--- src/rtl/owbm_pkg.sv ---
// ----------------------------------------------------------------------------
// One-wire bus master package
// Phase codes, register indexes, register reset values and the result record
// that the phase-advance helpers hand back to the master unit.
// ----------------------------------------------------------------------------
`default_nettype none

package owbm_pkg;

   // Bus phase codes.
   localparam logic [2:0] PH_IDLE     = 3'd0;
   localparam logic [2:0] PH_RST_LOW  = 3'd1;
   localparam logic [2:0] PH_RST_WAIT = 3'd2;
   localparam logic [2:0] PH_RST_TAIL = 3'd3;
   localparam logic [2:0] PH_WR_LOW   = 3'd4;
   localparam logic [2:0] PH_WR_REC   = 3'd5;
   localparam logic [2:0] PH_RD_LOW   = 3'd6;
   localparam logic [2:0] PH_RD_SLOT  = 3'd7;

   // Command codes.
   localparam logic [1:0] CMD_RESET = 2'd0;
   localparam logic [1:0] CMD_WRITE = 2'd1;
   localparam logic [1:0] CMD_READ  = 2'd2;

   // Configuration register indexes.
   localparam logic [2:0] REG_TICKS_PER_US     = 3'd0;
   localparam logic [2:0] REG_RESET_LOW_US     = 3'd1;
   localparam logic [2:0] REG_PRESENCE_WAIT_US = 3'd2;
   localparam logic [2:0] REG_RESET_TAIL_US    = 3'd3;
   localparam logic [2:0] REG_SLOT_US          = 3'd4;
   localparam logic [2:0] REG_SHORT_LOW_US     = 3'd5;
   localparam logic [2:0] REG_RECOVERY_US      = 3'd6;
   localparam logic [2:0] REG_READ_SAMPLE_US   = 3'd7;

   // Register reset values.
   localparam logic [7:0] RST_TICKS_PER_US     = 8'd64;
   localparam logic [9:0] RST_RESET_LOW_US     = 10'd480;
   localparam logic [9:0] RST_PRESENCE_WAIT_US = 10'd80;
   localparam logic [9:0] RST_RESET_TAIL_US    = 10'd400;
   localparam logic [7:0] RST_SLOT_US          = 8'd60;
   localparam logic [7:0] RST_SHORT_LOW_US     = 8'd1;
   localparam logic [7:0] RST_RECOVERY_US      = 8'd10;
   localparam logic [7:0] RST_READ_SAMPLE_US   = 8'd15;

   // Microsecond counter saturates here.
   localparam logic [9:0] US_MAX = 10'd1023;

   // Outcome of advancing through one or more bus phases.
   typedef struct packed {
      logic [2:0] phase;
      logic [2:0] bit_idx;
      logic [7:0] shift;
      logic       done;
   } step_type;

endpackage

`default_nettype wire

--- src/rtl/one_wire_bus_master_unit.sv ---
// ----------------------------------------------------------------------------
// One-wire bus master unit
// Each transfer on the request channel is one tick of bus timing; it carries
// a start strobe, a command, a byte to send and the sampled line level. Each
// tick produces one result: drive-low, busy, done, presence and the last
// received byte.
//
// Usage:
//  - req_* channel: one transfer per bus tick. req_tdata holds start_req,
//    cmd, tx_byte and line_level. A start is taken only while idle.
//  - rsp_* channel: one transfer per request, in order. rsp_tdata holds
//    drive_low, busy_res, done_res, presence and rx_byte.
//  - csr_* port: write-only register file; the user writes it while the bus is idle, not enforced by the block.
//  - A request transfer is held in the input register, then the phase update
//    writes its result into the result register, which drives rsp_tvalid.
//    Throughput is one tick per cycle while the receiver takes results; the
//    phase update for a tick finishes in one pass, zero-length phases included.
//  - Reset returns the registers to their defaults, the bus to idle and
//    empties both registers stages.
//  - When the receiver stalls, the result is held and the input register
//    fills; req_tready then drops until the result is taken.
// ----------------------------------------------------------------------------
`default_nettype none

module one_wire_bus_master_unit
   import owbm_pkg::*;
(
   input  wire logic        clock,
   input  wire logic        reset,
   // Request channel.
   input  wire logic        req_tvalid,
   output logic             req_tready,
   input  wire logic [15:0] req_tdata,  // start_req, cmd[1:0], tx_byte[7:0], line_level, pad
   // Result channel.
   output logic             rsp_tvalid,
   input  wire logic        rsp_tready,
   output logic [15:0]      rsp_tdata,  // drive_low, busy_res, done_res, presence,
                                        // rx_byte[7:0], pad
   // Configuration write port.
   input  wire logic        csr_wr_en,
   input  wire logic [2:0]  csr_index,
   input  wire logic [9:0]  csr_wdata
);

   // -------------------------------------------------------------------------
   // Phase-advance helpers
   // -------------------------------------------------------------------------

   // Enter the low part of a written bit with a fresh timer and pass any
   // zero-length phases that follow.
   function automatic step_type enter_wr(logic [2:0] b, logic [7:0] s,
                                         logic zs, logic zl, logic zr);
      step_type   r;
      logic       found;
      logic [3:0] pos;
      r.phase   = PH_WR_LOW;
      r.bit_idx = b;
      r.shift   = s;
      r.done    = 1'b0;
      found     = 1'b0;
      pos       = 4'd0;
      if (s[0] ? zs : zl) begin
         if (!zr) begin
            r.phase = PH_WR_REC;
         end else begin
            // Both the low time and recovery vanish: find the next bit with
            // a nonzero low time, if any.
            r.phase = PH_IDLE;
            r.done  = 1'b1;
            for (int k = 1; k < 8; k++) begin
               pos = {1'b0, b} + 4'(k);
               if (!found && pos <= 4'd7 && !(s[k] ? zs : zl)) begin
                  found     = 1'b1;
                  r.phase   = PH_WR_LOW;
                  r.bit_idx = pos[2:0];
                  r.shift   = s >> k;
                  r.done    = 1'b0;
               end
            end
         end
      end
      return r;
   endfunction

   // Recovery of a written bit is over: next bit or finish.
   function automatic step_type after_rec(logic [2:0] b, logic [7:0] s,
                                          logic zs, logic zl, logic zr);
      step_type r;
      r.phase   = PH_IDLE;
      r.bit_idx = b;
      r.shift   = s;
      r.done    = 1'b1;
      if (b != 3'd7) begin
         r = enter_wr(b + 3'd1, s >> 1, zs, zl, zr);
      end
      return r;
   endfunction

   // Enter a read slot with a fresh timer.
   function automatic step_type enter_rd(logic [2:0] b, logic [7:0] s,
                                         logic zs, logic zl);
      step_type r;
      r.phase   = PH_RD_LOW;
      r.bit_idx = b;
      r.shift   = s;
      r.done    = 1'b0;
      if (zs) begin
         if (!zl) begin
            r.phase = PH_RD_SLOT;
         end else begin
            // Every remaining slot ends at once and reads a zero.
            r.phase = PH_IDLE;
            r.done  = 1'b1;
            r.shift = s >> (4'd8 - {1'b0, b});
         end
      end
      return r;
   endfunction

   // End a read slot: shift in the sampled bit, then next slot or finish.
   function automatic step_type end_rd(logic [2:0] b, logic [7:0] s, logic saw,
                                       logic zs, logic zl);
      step_type   r;
      logic [7:0] s2;
      s2        = {saw, s[7:1]};
      r.phase   = PH_IDLE;
      r.bit_idx = b;
      r.shift   = s2;
      r.done    = 1'b1;
      if (b != 3'd7) begin
         r = enter_rd(b + 3'd1, s2, zs, zl);
      end
      return r;
   endfunction

   // -------------------------------------------------------------------------
   // Declarations
   // -------------------------------------------------------------------------
   logic [7:0] ticks_per_us_ff;
   logic [9:0] reset_low_us_ff;
   logic [9:0] presence_wait_us_ff;
   logic [9:0] reset_tail_us_ff;
   logic [7:0] slot_us_ff;
   logic [7:0] short_low_us_ff;
   logic [7:0] recovery_us_ff;
   logic [7:0] read_sample_us_ff;

   logic [2:0] phase_ff,         phase_in;
   logic [7:0] tick_prescale_ff, tick_prescale_in;
   logic [9:0] us_count_ff,      us_count_in;
   logic [2:0] bit_index_ff,     bit_index_in;
   logic [7:0] shift_byte_ff,    shift_byte_in;
   logic       saw_high_ff,      saw_high_in;
   logic       presence_flag_ff, presence_flag_in;
   logic [7:0] received_byte_ff, received_byte_in;
   logic       done_in;

   logic       in_valid_ff;
   logic       in_start_ff;
   logic [1:0] in_cmd_ff;
   logic [7:0] in_tx_ff;
   logic       in_line_ff;

   logic        out_valid_ff;
   logic [15:0] out_data_ff, out_data_in;

   logic       advance;
   logic [7:0] tp;
   logic [8:0] ps_inc;
   logic       ps_wrap;
   logic [7:0] ps_new;
   logic [9:0] us_new;
   logic       z_slot, z_short, z_rec, z_rlow, z_pwait, z_tail;
   logic       restart, go_wait, go_tail, go_end;
   logic [7:0] wr_len;
   step_type   step;
   logic       drive_in;

   // -------------------------------------------------------------------------
   // Handshake: input register feeds the result register.
   // -------------------------------------------------------------------------
   assign advance    = in_valid_ff && (!out_valid_ff || rsp_tready);
   assign req_tready = !in_valid_ff || advance;
   assign rsp_tvalid = out_valid_ff;
   assign rsp_tdata  = out_data_ff;

   always_ff @(posedge clock) begin
      if (reset) begin
         in_valid_ff  <= 1'b0;
         out_valid_ff <= 1'b0;
      end else begin
         if (req_tready) begin
            in_valid_ff <= req_tvalid;
         end
         if (advance) begin
            out_valid_ff <= 1'b1;
         end else if (rsp_tready) begin
            out_valid_ff <= 1'b0;
         end
      end
   end

   // Request and result payload registers.
   always_ff @(posedge clock) begin
      if (req_tready && req_tvalid) begin
         in_start_ff <= req_tdata[0];
         in_cmd_ff   <= req_tdata[2:1];
         in_tx_ff    <= req_tdata[10:3];
         in_line_ff  <= req_tdata[11];
      end
      if (advance) begin
         out_data_ff <= out_data_in;
      end
   end

   // -------------------------------------------------------------------------
   // Configuration registers.
   // -------------------------------------------------------------------------
   always_ff @(posedge clock) begin
      if (reset) begin
         ticks_per_us_ff     <= RST_TICKS_PER_US;
         reset_low_us_ff     <= RST_RESET_LOW_US;
         presence_wait_us_ff <= RST_PRESENCE_WAIT_US;
         reset_tail_us_ff    <= RST_RESET_TAIL_US;
         slot_us_ff          <= RST_SLOT_US;
         short_low_us_ff     <= RST_SHORT_LOW_US;
         recovery_us_ff      <= RST_RECOVERY_US;
         read_sample_us_ff   <= RST_READ_SAMPLE_US;
      end else if (csr_wr_en) begin
         unique case (csr_index)
            REG_TICKS_PER_US:     ticks_per_us_ff     <= csr_wdata[7:0];
            REG_RESET_LOW_US:     reset_low_us_ff     <= csr_wdata;
            REG_PRESENCE_WAIT_US: presence_wait_us_ff <= csr_wdata;
            REG_RESET_TAIL_US:    reset_tail_us_ff    <= csr_wdata;
            REG_SLOT_US:          slot_us_ff          <= csr_wdata[7:0];
            REG_SHORT_LOW_US:     short_low_us_ff     <= csr_wdata[7:0];
            REG_RECOVERY_US:      recovery_us_ff      <= csr_wdata[7:0];
            REG_READ_SAMPLE_US:   read_sample_us_ff   <= csr_wdata[7:0];
            default: ;
         endcase
      end
   end

   // -------------------------------------------------------------------------
   // Timer step: prescaler to microseconds, saturating count.
   // -------------------------------------------------------------------------
   assign tp      = (ticks_per_us_ff == 8'd0) ? 8'd1 : ticks_per_us_ff;
   assign ps_inc  = {1'b0, tick_prescale_ff} + 9'd1;
   assign ps_wrap = ps_inc >= {1'b0, tp};
   assign ps_new  = ps_wrap ? 8'd0 : ps_inc[7:0];
   assign us_new  = (ps_wrap && us_count_ff != US_MAX) ? us_count_ff + 10'd1 : us_count_ff;

   assign z_slot  = slot_us_ff == 8'd0;
   assign z_short = short_low_us_ff == 8'd0;
   assign z_rec   = recovery_us_ff == 8'd0;
   assign z_rlow  = reset_low_us_ff == 10'd0;
   assign z_pwait = presence_wait_us_ff == 10'd0;
   assign z_tail  = reset_tail_us_ff == 10'd0;
   assign wr_len  = shift_byte_ff[0] ? short_low_us_ff : slot_us_ff;

   // -------------------------------------------------------------------------
   // Phase update for one tick, zero-length phases passed in the same tick.
   // -------------------------------------------------------------------------
   always_comb begin
      phase_in         = phase_ff;
      bit_index_in     = bit_index_ff;
      shift_byte_in    = shift_byte_ff;
      saw_high_in      = saw_high_ff;
      presence_flag_in = presence_flag_ff;
      received_byte_in = received_byte_ff;
      tick_prescale_in = tick_prescale_ff;
      us_count_in      = us_count_ff;
      done_in          = 1'b0;
      restart          = 1'b0;
      go_wait          = 1'b0;
      go_tail          = 1'b0;
      go_end           = 1'b0;
      step             = '0;

      if (phase_ff == PH_IDLE) begin
         // Launch a command; an unknown code is ignored.
         if (in_start_ff && in_cmd_ff != 2'd3) begin
            restart      = 1'b1;
            bit_index_in = 3'd0;
            saw_high_in  = 1'b0;
            case (in_cmd_ff)
               CMD_RESET: begin
                  phase_in = PH_RST_LOW;
                  go_wait  = z_rlow;
               end
               CMD_WRITE: begin
                  step          = enter_wr(3'd0, in_tx_ff, z_short, z_slot, z_rec);
                  phase_in      = step.phase;
                  bit_index_in  = step.bit_idx;
                  shift_byte_in = step.shift;
                  done_in       = step.done;
               end
               default: begin
                  step          = enter_rd(3'd0, 8'd0, z_short, z_slot);
                  phase_in      = step.phase;
                  bit_index_in  = step.bit_idx;
                  shift_byte_in = step.shift;
                  done_in       = step.done;
                  if (step.done) begin
                     received_byte_in = step.shift;
                  end
               end
            endcase
         end
      end else begin
         tick_prescale_in = ps_new;
         us_count_in      = us_new;
         unique case (phase_ff)
            PH_RST_LOW: begin
               go_wait = us_new >= reset_low_us_ff;
            end
            PH_RST_WAIT: begin
               go_tail = us_new >= presence_wait_us_ff;
            end
            PH_RST_TAIL: begin
               go_end = us_new >= reset_tail_us_ff;
            end
            PH_WR_LOW: begin
               if (us_new >= {2'b0, wr_len}) begin
                  restart = 1'b1;
                  if (!z_rec) begin
                     phase_in = PH_WR_REC;
                  end else begin
                     step = after_rec(bit_index_ff, shift_byte_ff, z_short, z_slot, z_rec);
                     phase_in      = step.phase;
                     bit_index_in  = step.bit_idx;
                     shift_byte_in = step.shift;
                     done_in       = step.done;
                  end
               end
            end
            PH_WR_REC: begin
               if (us_new >= {2'b0, recovery_us_ff}) begin
                  restart       = 1'b1;
                  step = after_rec(bit_index_ff, shift_byte_ff, z_short, z_slot, z_rec);
                  phase_in      = step.phase;
                  bit_index_in  = step.bit_idx;
                  shift_byte_in = step.shift;
                  done_in       = step.done;
               end
            end
            default: begin
               // Read slot: the low part hands over without restarting the
               // timer, so the slot end is checked against the same count.
               if (phase_ff == PH_RD_LOW && us_new >= {2'b0, short_low_us_ff}) begin
                  phase_in = PH_RD_SLOT;
               end
               if (phase_in == PH_RD_SLOT && us_new >= {2'b0, slot_us_ff}) begin
                  restart       = 1'b1;
                  step = end_rd(bit_index_ff, shift_byte_ff, saw_high_ff, z_short, z_slot);
                  phase_in      = step.phase;
                  bit_index_in  = step.bit_idx;
                  shift_byte_in = step.shift;
                  done_in       = step.done;
                  saw_high_in   = 1'b0;
                  if (step.done) begin
                     received_byte_in = step.shift;
                  end
               end
            end
         endcase
      end

      // Reset-and-presence sequence, with zero-length phases chained.
      if (go_wait) begin
         phase_in = PH_RST_WAIT;
         restart  = 1'b1;
         go_tail  = z_pwait;
      end
      if (go_tail) begin
         presence_flag_in = !in_line_ff;
         phase_in         = PH_RST_TAIL;
         restart          = 1'b1;
         go_end           = z_tail;
      end
      if (go_end) begin
         phase_in = PH_IDLE;
         restart  = 1'b1;
         done_in  = 1'b1;
      end

      if (restart) begin
         tick_prescale_in = 8'd0;
         us_count_in      = 10'd0;
      end

      // Read sampling in the released part of a slot, before the deadline.
      if (phase_in == PH_RD_SLOT && in_line_ff &&
          us_count_in < {2'b0, read_sample_us_ff}) begin
         saw_high_in = 1'b1;
      end
   end

   // Result fields for this tick.
   assign drive_in = (phase_in == PH_RST_LOW) || (phase_in == PH_WR_LOW) ||
                     (phase_in == PH_RD_LOW);
   assign out_data_in = {4'd0, received_byte_in, presence_flag_in, done_in,
                         (phase_in != PH_IDLE), drive_in};

   // -------------------------------------------------------------------------
   // Bus state registers, updated once per tick.
   // -------------------------------------------------------------------------
   always_ff @(posedge clock) begin
      if (reset) begin
         phase_ff         <= PH_IDLE;
         tick_prescale_ff <= 8'd0;
         us_count_ff      <= 10'd0;
         bit_index_ff     <= 3'd0;
         shift_byte_ff    <= 8'd0;
         saw_high_ff      <= 1'b0;
         presence_flag_ff <= 1'b0;
         received_byte_ff <= 8'd0;
      end else if (advance) begin
         phase_ff         <= phase_in;
         tick_prescale_ff <= tick_prescale_in;
         us_count_ff      <= us_count_in;
         bit_index_ff     <= bit_index_in;
         shift_byte_ff    <= shift_byte_in;
         saw_high_ff      <= saw_high_in;
         presence_flag_ff <= presence_flag_in;
         received_byte_ff <= received_byte_in;
      end
   end

   // -------------------------------------------------------------------------
   // Assertions
   // -------------------------------------------------------------------------

   // The timer is always cleared when the bus returns to idle.
   a_idle_timer_clear: assert property (@(posedge clock) disable iff (reset)
      phase_ff == PH_IDLE |-> (tick_prescale_ff == 8'd0 && us_count_ff == 10'd0))
      else $error("timer not cleared in idle");

   // A processed tick always leaves a result waiting.
   a_advance_gives_result: assert property (@(posedge clock) disable iff (reset)
      advance |=> out_valid_ff)
      else $error("processed tick produced no result");

   // A finishing tick leaves the bus idle.
   a_done_goes_idle: assert property (@(posedge clock) disable iff (reset)
      advance && done_in |=> phase_ff == PH_IDLE)
      else $error("command finished but bus not idle");

   // A held result never shows done while busy, nor drive while idle.
   a_result_consistent: assert property (@(posedge clock) disable iff (reset)
      out_valid_ff |-> (!(out_data_ff[2] && out_data_ff[1]) &&
                        !(out_data_ff[0] && !out_data_ff[1])))
      else $error("inconsistent result flags");

endmodule

`default_nettype wire
--- config.mk ---
export PLATFORM = sky130hd
export DESIGN_NAME = one_wire_bus_master_unit
export DESIGN_NICKNAME = d
export VERILOG_FILES = /design/src/rtl/owbm_pkg.sv /design/src/rtl/one_wire_bus_master_unit.sv
export SDC_FILE = /design/constraint.sdc
export NUM_CORES = 1
export LEC_CHECK = 0
export ABC_AREA = 0
export BUFFER_PORTS_ARGS = -buffer_cell sky130_fd_sc_hd__buf_2
export CAP_MARGIN = 5
export CORE_MARGIN = 5
export CORE_UTILIZATION = 60
export CTS_CLUSTER_DIAMETER = 50
export DETAILED_ROUTE_END_ITERATION = 10
export PLACE_DENSITY = 0.89
export SLEW_MARGIN = 20
export SYNTH_ARGS = -nofsm -noshare
export SYNTH_HDL_FRONTEND = slang
export SYNTH_SLANG_ARGS = --single-unit
--- constraint.sdc ---
create_clock -name clock -period 17.6 [get_ports clock]
set_clock_uncertainty 0.05 [all_clocks]
set_input_delay 3.52 -clock clock [delete_from_list [all_inputs] [get_ports clock]]
set_output_delay 3.52 -clock clock [all_outputs]
set_load 0.01 [all_outputs]
* Word level (Yosys, flattened, before mapping)
Cells that the tools add are included.
** Word-level totals
- Register bits after elaboration :: 138
- Bits in latches :: 0
- RAM bits :: 0
- Memory bits (read-only) :: 0
- Input bits :: 34
- Output and inout bits :: 18
- Word-level logic and storage cells :: 448
- Memories :: 0
** Cells by class
- Add/subtract/negate cells :: 11
- Multipliers :: 0
- Div/mod/pow operators :: 0
- Magnitude comparators :: 16
- Equal/unequal tests :: 33
- Shift operators :: 1
- Multiplexer cells :: 256
- Bitwise gates (word level) :: 0
- Reductions and logical operators :: 107
** Operators with widths (count)
- $mux 15 :: 29
- $mux 1 :: 168
- $mux 8 :: 18
- $mux 3 :: 23
- $mux 9 :: 5
- $ge 10x8->1 :: 4
- $logic_and 1x1->1 :: 39
- $logic_not 1->1 :: 34
- $eq 3x3->1 const B :: 11
- $logic_not 8->1 :: 4
- $ge 10x10->1 :: 3
- $logic_not 10->1 :: 3
- $mux 10 :: 3
- $le 4x3->1 const B :: 7
- $mux 12 :: 2
- $pmux 8 s3 :: 1
- $reduce_and 10->1 :: 2
- $ne 3x3->1 const B :: 6
- $pmux 3 s3 :: 2
- $reduce_and 2->1 :: 9
- $add 3x3->4 const B :: 4
- $pmux 8 s2 :: 1
- $eq 3x2->1 const B :: 4
- $add 10x1->10 const B :: 1
- 27 further kinds :: 41

* Longest topological paths before layout
- Depth after elaboration :: 79
- Gate-level depth with buffers :: 26

* Worst setup path after synthesis
Ideal clock, no wire load.
- Path type :: input to output
- Start point :: input port rsp_tready
- End point :: output port req_tready
- Data arrival time :: 3.817 ns
- Required time :: 14.030 ns
- Setup slack :: 10.213 ns
- Cell stages on the path :: 2
- Path buffers :: 0
- Path through :: nor2b_1 > nand2_1
** Between the ends
- Longest elaborated chain between the ends :: 3
** RTL lines
- start, declared :: RTL line one_wire_bus_master_unit.sv:36 : input wire logic rsp_tready,
- $logic_or 1x1->1 :: RTL line one_wire_bus_master_unit.sv:182 : assign advance = in_valid_ff && (!out_valid_ff || rsp_tready);
- $logic_and 1x1->1 :: RTL line one_wire_bus_master_unit.sv:182
- $logic_or 1x1->1 :: RTL line one_wire_bus_master_unit.sv:183 : assign req_tready = !in_valid_ff || advance;
- end, declared :: RTL line one_wire_bus_master_unit.sv:32 : output logic req_tready,
No other way between the ends.

* Worst setup path in the final report
Same ends and word-level chain as after synthesis.

==> results.rst <==
.. list-table::
   :header-rows: 1

   * - Metric
     - Value
   * - Result of the run
     - completed
   * - Time the final worst path needs with I/O delays and setup
     - about 7.6 ns
   * - Setup Slack @ Placement
     - between 9 and 10 ns
   * - PostCTS Resize Cnt
     - 0
   * - Average wire length per cell after detail routing
     - between 20 and 25 microns
   * - Part of the Yosys area used for sequential elements
     - about 28%
   * - Drc violations
     - 0
   * - Wire length reported by the detailed router
     - 33600 microns
   * - CP arrival
     - between 4 and 5 ns
   * - Critical path's slowest cell
     - sky130_fd_sc_hd__nor2b_1
   * - Number of H-tree levels
     - 4
   * - Min-delay worst type
     - reg2reg
   * - Quantity of I/O buffers inserted on ports
     - 43
   * - Placed wire-length estimate after detailed placement
     - between 20000 and 25000 microns
   * - Maximum number of buffers from clock root to sink
     - 2
   * - Final #Nets
     - ~1500
   * - Max Transition Viols Final
     - 0
   * - Hold-fix buffers, CTS
     - 0
   * - Maximum clock frequency
     - ~130 MHz
   * - Transition time at the pin with the least slew margin
     - ~1.1 ns
   * - Last weighted congestion value of the routability-driven placer
     - between 0.9 and 1
   * - Total of endpoints with negative setup slack in the final report
     - 0
   * - Kind of cell adding the most delay to the critical path
     - simple AND/OR/NAND/NOR gates
   * - I/O Pins
     - 52
   * - Vias per inst
     - between 6 and 7
   * - Share of synthesized registers carrying an async set or reset
     - 0%
   * - Pleak
     - about 4.3 nW
   * - Worst-path clk slew
     - roughly 0.060 ns
   * - Total number of vias
     - ~11000
   * - Pre-antenna DRT Iters
     - 6
   * - Number of enable flip-flop cells after synthesis
     - 24
   * - Final sum of negative setup slack
     - 0 ns
   * - List of cells traversed by the critical path
     - buf_2 > nor2b_1 > nand2_1 > buf_2
   * - PD cells
     - approximately 72 nW/um^2
   * - Startpoint type of the worst setup path
     - primary input
   * - N_diodes
     - 0
   * - Number of buffer and inverter stages on the critical path
     - 2
   * - CTS root buf
     - sky130_fd_sc_hd__clkbuf_16
   * - Initial DRC Count
     - 1467
   * - Total routing usage reported by global routing
     - between 30% and 40%
   * - Post-synthesis to final-layout area growth
     - 7.73%
   * - Cell taking the most area after synthesis
     - sky130_fd_sc_hd__dfxtp_1
   * - Cell Area, Synth
     - ~11000 sq um
   * - Via count of the first global-routing pass
     - between 10000 and 15000
   * - Layout cell share with drive strength beyond 1
     - roughly 9.8%
   * - First-pass GRT wire length
     - roughly 54000 microns
   * - Number of warnings reported in the yosys synthesis log
     - 0
   * - Insertion delay to the later sink of the worst-skew pair
     - around 0.45 ns
   * - Period utilization
     - 43.4%
   * - Effective utilization at floorplan
     - between 60 and 70%
   * - Synth Flop Type
     - sky130_fd_sc_hd__dfxtp_1
   * - VDD IR max
     - around 70 uV
   * - Rel. slew slack
     - ~28%
   * - Largest incremental delay on the critical path
     - between 0.2 and 0.25 ns
   * - Pin count of the biggest net entering global routing
     - slightly below 90
   * - Grt ovf
     - 0
   * - Clock sink total
     - 138
   * - Remaining antenna violation count after routing
     - 0
   * - Crit. End Element
     - primary output
   * - Synthesized netlist cell count
     - about 1400
   * - RSZ-0062 raised after global routing
     - false
   * - Post-route setup slack
     - between 9 and 10 ns
   * - Most frequent CP cell
     - sky130_fd_sc_hd__buf_2
   * - Die width
     - approximately 140 microns
   * - Clock buffers created by TritonCTS
     - 17
   * - Core outline area
     - 17300 sq um
   * - Crit Path Category
     - in2out
   * - Average instance area after synthesis
     - roughly 7.8 sq um
   * - Number of setup buffers added after CTS
     - 0
   * - Number of antenna violations at the first check in global routing
     - 0
   * - Die outline area
     - slightly above 20000 sq um
   * - Crit path max fanout
     - 4
   * - CTS tree
     - yes
   * - Yosys cell types
     - 90
   * - Final Hold Viols
     - 0
   * - Max-cap violations
     - 0
   * - Fraction of post-synthesis cell area in the top cell type by area
     - 21.6%
   * - Biggest area contributors in the synthesized netlist
     - sky130_fd_sc_hd__dfxtp_1, sky130_fd_sc_hd__ha_1, sky130_fd_sc_hd__nand2_1
   * - Number of core rows
     - between 40 and 50
   * - Number of flip-flops and latches in the synthesized netlist
     - about 140
   * - Vert. Die Dim
     - about 140 microns
   * - Data required, critical path
     - between 10 and 15 ns
==> worst paths after layout <==
check / slack, ns / start / endpoint / cells past startpoint
max: 9.96 / rsp_tready / req_tready / 4
min: 0.41 / presence_flag_ff / presence_flag_ff / 2
max reg2reg: 10.19 / tick_prescale_ff[0] / saw_high_ff / 23
min reg2reg: 0.41 / presence_flag_ff / presence_flag_ff / 2
==> routing by layer <==
| metal | GRT usage [%] | wire length [microns] |
|---|---|---|
| met5 | 0 | 0 |
| met4 | 19.5 | 1980 |
| met3 | 6.90 | 3330 |
| met2 | 53.3 | 15600 |
| met1 | 40.3 | 12600 |
==> synthesized netlist by cell type (all sizes together) (6+ instances only) <==
master and number:
a21o 11, a221oi 7, and3 7, o211a 7, nand2 194, or4 9, o211ai 35, nand3 36
a211oi 26, and2 6, edfxtp 24, o22ai 7, a22oi 18, ha 88, xnor2 18, nor3 31
a31oi 14, a2111oi 8, nor2b 13, nand4 20, mux2 6, nand2b 18, mux2i 30, inv 88
o32ai 6, a21oi 104, buf 20, o31ai 6, o21ai 67, nor2 127, o2111ai 7, dfxtp 114
a32oi 11, nor4 19, clkbuf 70
==> kinds of logic after synthesis <==
group / Yosys count / synth area share, %
simple gates: 503 / 22.7
compound gates: 391 / 25.6
buf+inv: 181 / 6.80
flops: 138 / 28.4
fa+ha+maj: 88 / 10.4
mux: 40 / 4.33
xor+xnor: 21 / 1.74
other cells: 1 / 0.0354
==> cell type report <==
type                            instances  area (sq um)
Multi-Input combinational cell       1047          6880
Fill cell                            1439          5900
Sequential cell                       138          3000
Clock buffer                           19           464
Inverter                               91           342
Timing Repair Buffer                   55           305
Tap cell                              225           282
Clock inverter                         13           126
==> registers in the layout (all words and copies together) (netlist names), 2 cells and up <==
register / count
in_cmd_ff: 2
read_sample_us_ff: 8
in_tx_ff: 8
reset_low_us_ff: 10
rsp_tdata: 12
received_byte_ff: 8
tick_prescale_ff: 8
recovery_us_ff: 8
short_low_us_ff: 8
reset_tail_us_ff: 10
slot_us_ff: 8
presence_wait_us_ff: 10
ticks_per_us_ff: 8
phase_ff: 3
us_count_ff: 10
shift_byte_ff: 8
bit_index_ff: 3
==> power by group <==
group | switching, mW | internal [mW]
Combinational | 0.0720 | 0.0376
Sequential | 0.0153 | 0.331
Clock | 0.166 | 0.199
==> placed cells by master, fill, tap and decap left out, drive strengths merged, types with 19 or more instances in the layout <==
cell    instances
ha             88
nand3          36
nor4           19
clkbuf         19
nand4          20
a211oi         26
inv            96
nand2         194
mux2i          30
a21oi         104
edfxtp         24
nor3           31
o21ai          67
nor2          127
dfxtp         114
buf            55
o211ai         35
==> worst min-delay path, stage by stage, from the launching register on <==
cell and delay, ns:
sky130_fd_sc_hd__dfxtp_1 0.31, sky130_fd_sc_hd__nand2_1 0.05, sky130_fd_sc_hd__a21oi_1 0.05
==> per-stage QoR <==
| step | hold slack, ns | total power [mW] | std cells | util, % | instance area, sq um |
|---|---|---|---|---|---|
| 6_report | 0.406 | 0.821 | 1588 | 65.9 | 11400 |
| 5_1_grt | 0.422 | 0.847 | 1588 | 65.9 | 11400 |
| 4_1_cts | 0.406 | 0.818 | 1588 | 65.9 | 11400 |
| 3_5_place_dp | 0.396 | 0.457 | 1556 | 62.4 | 10800 |
| 3_3_place_gp | 0.389 | 0.455 | 1556 | 62.4 | 10800 |
| 2_1_floorplan | 0.383 | 0.425 | 1366 | - | 10600 |
No activity file was read; power rests on OpenSTA's default activity.
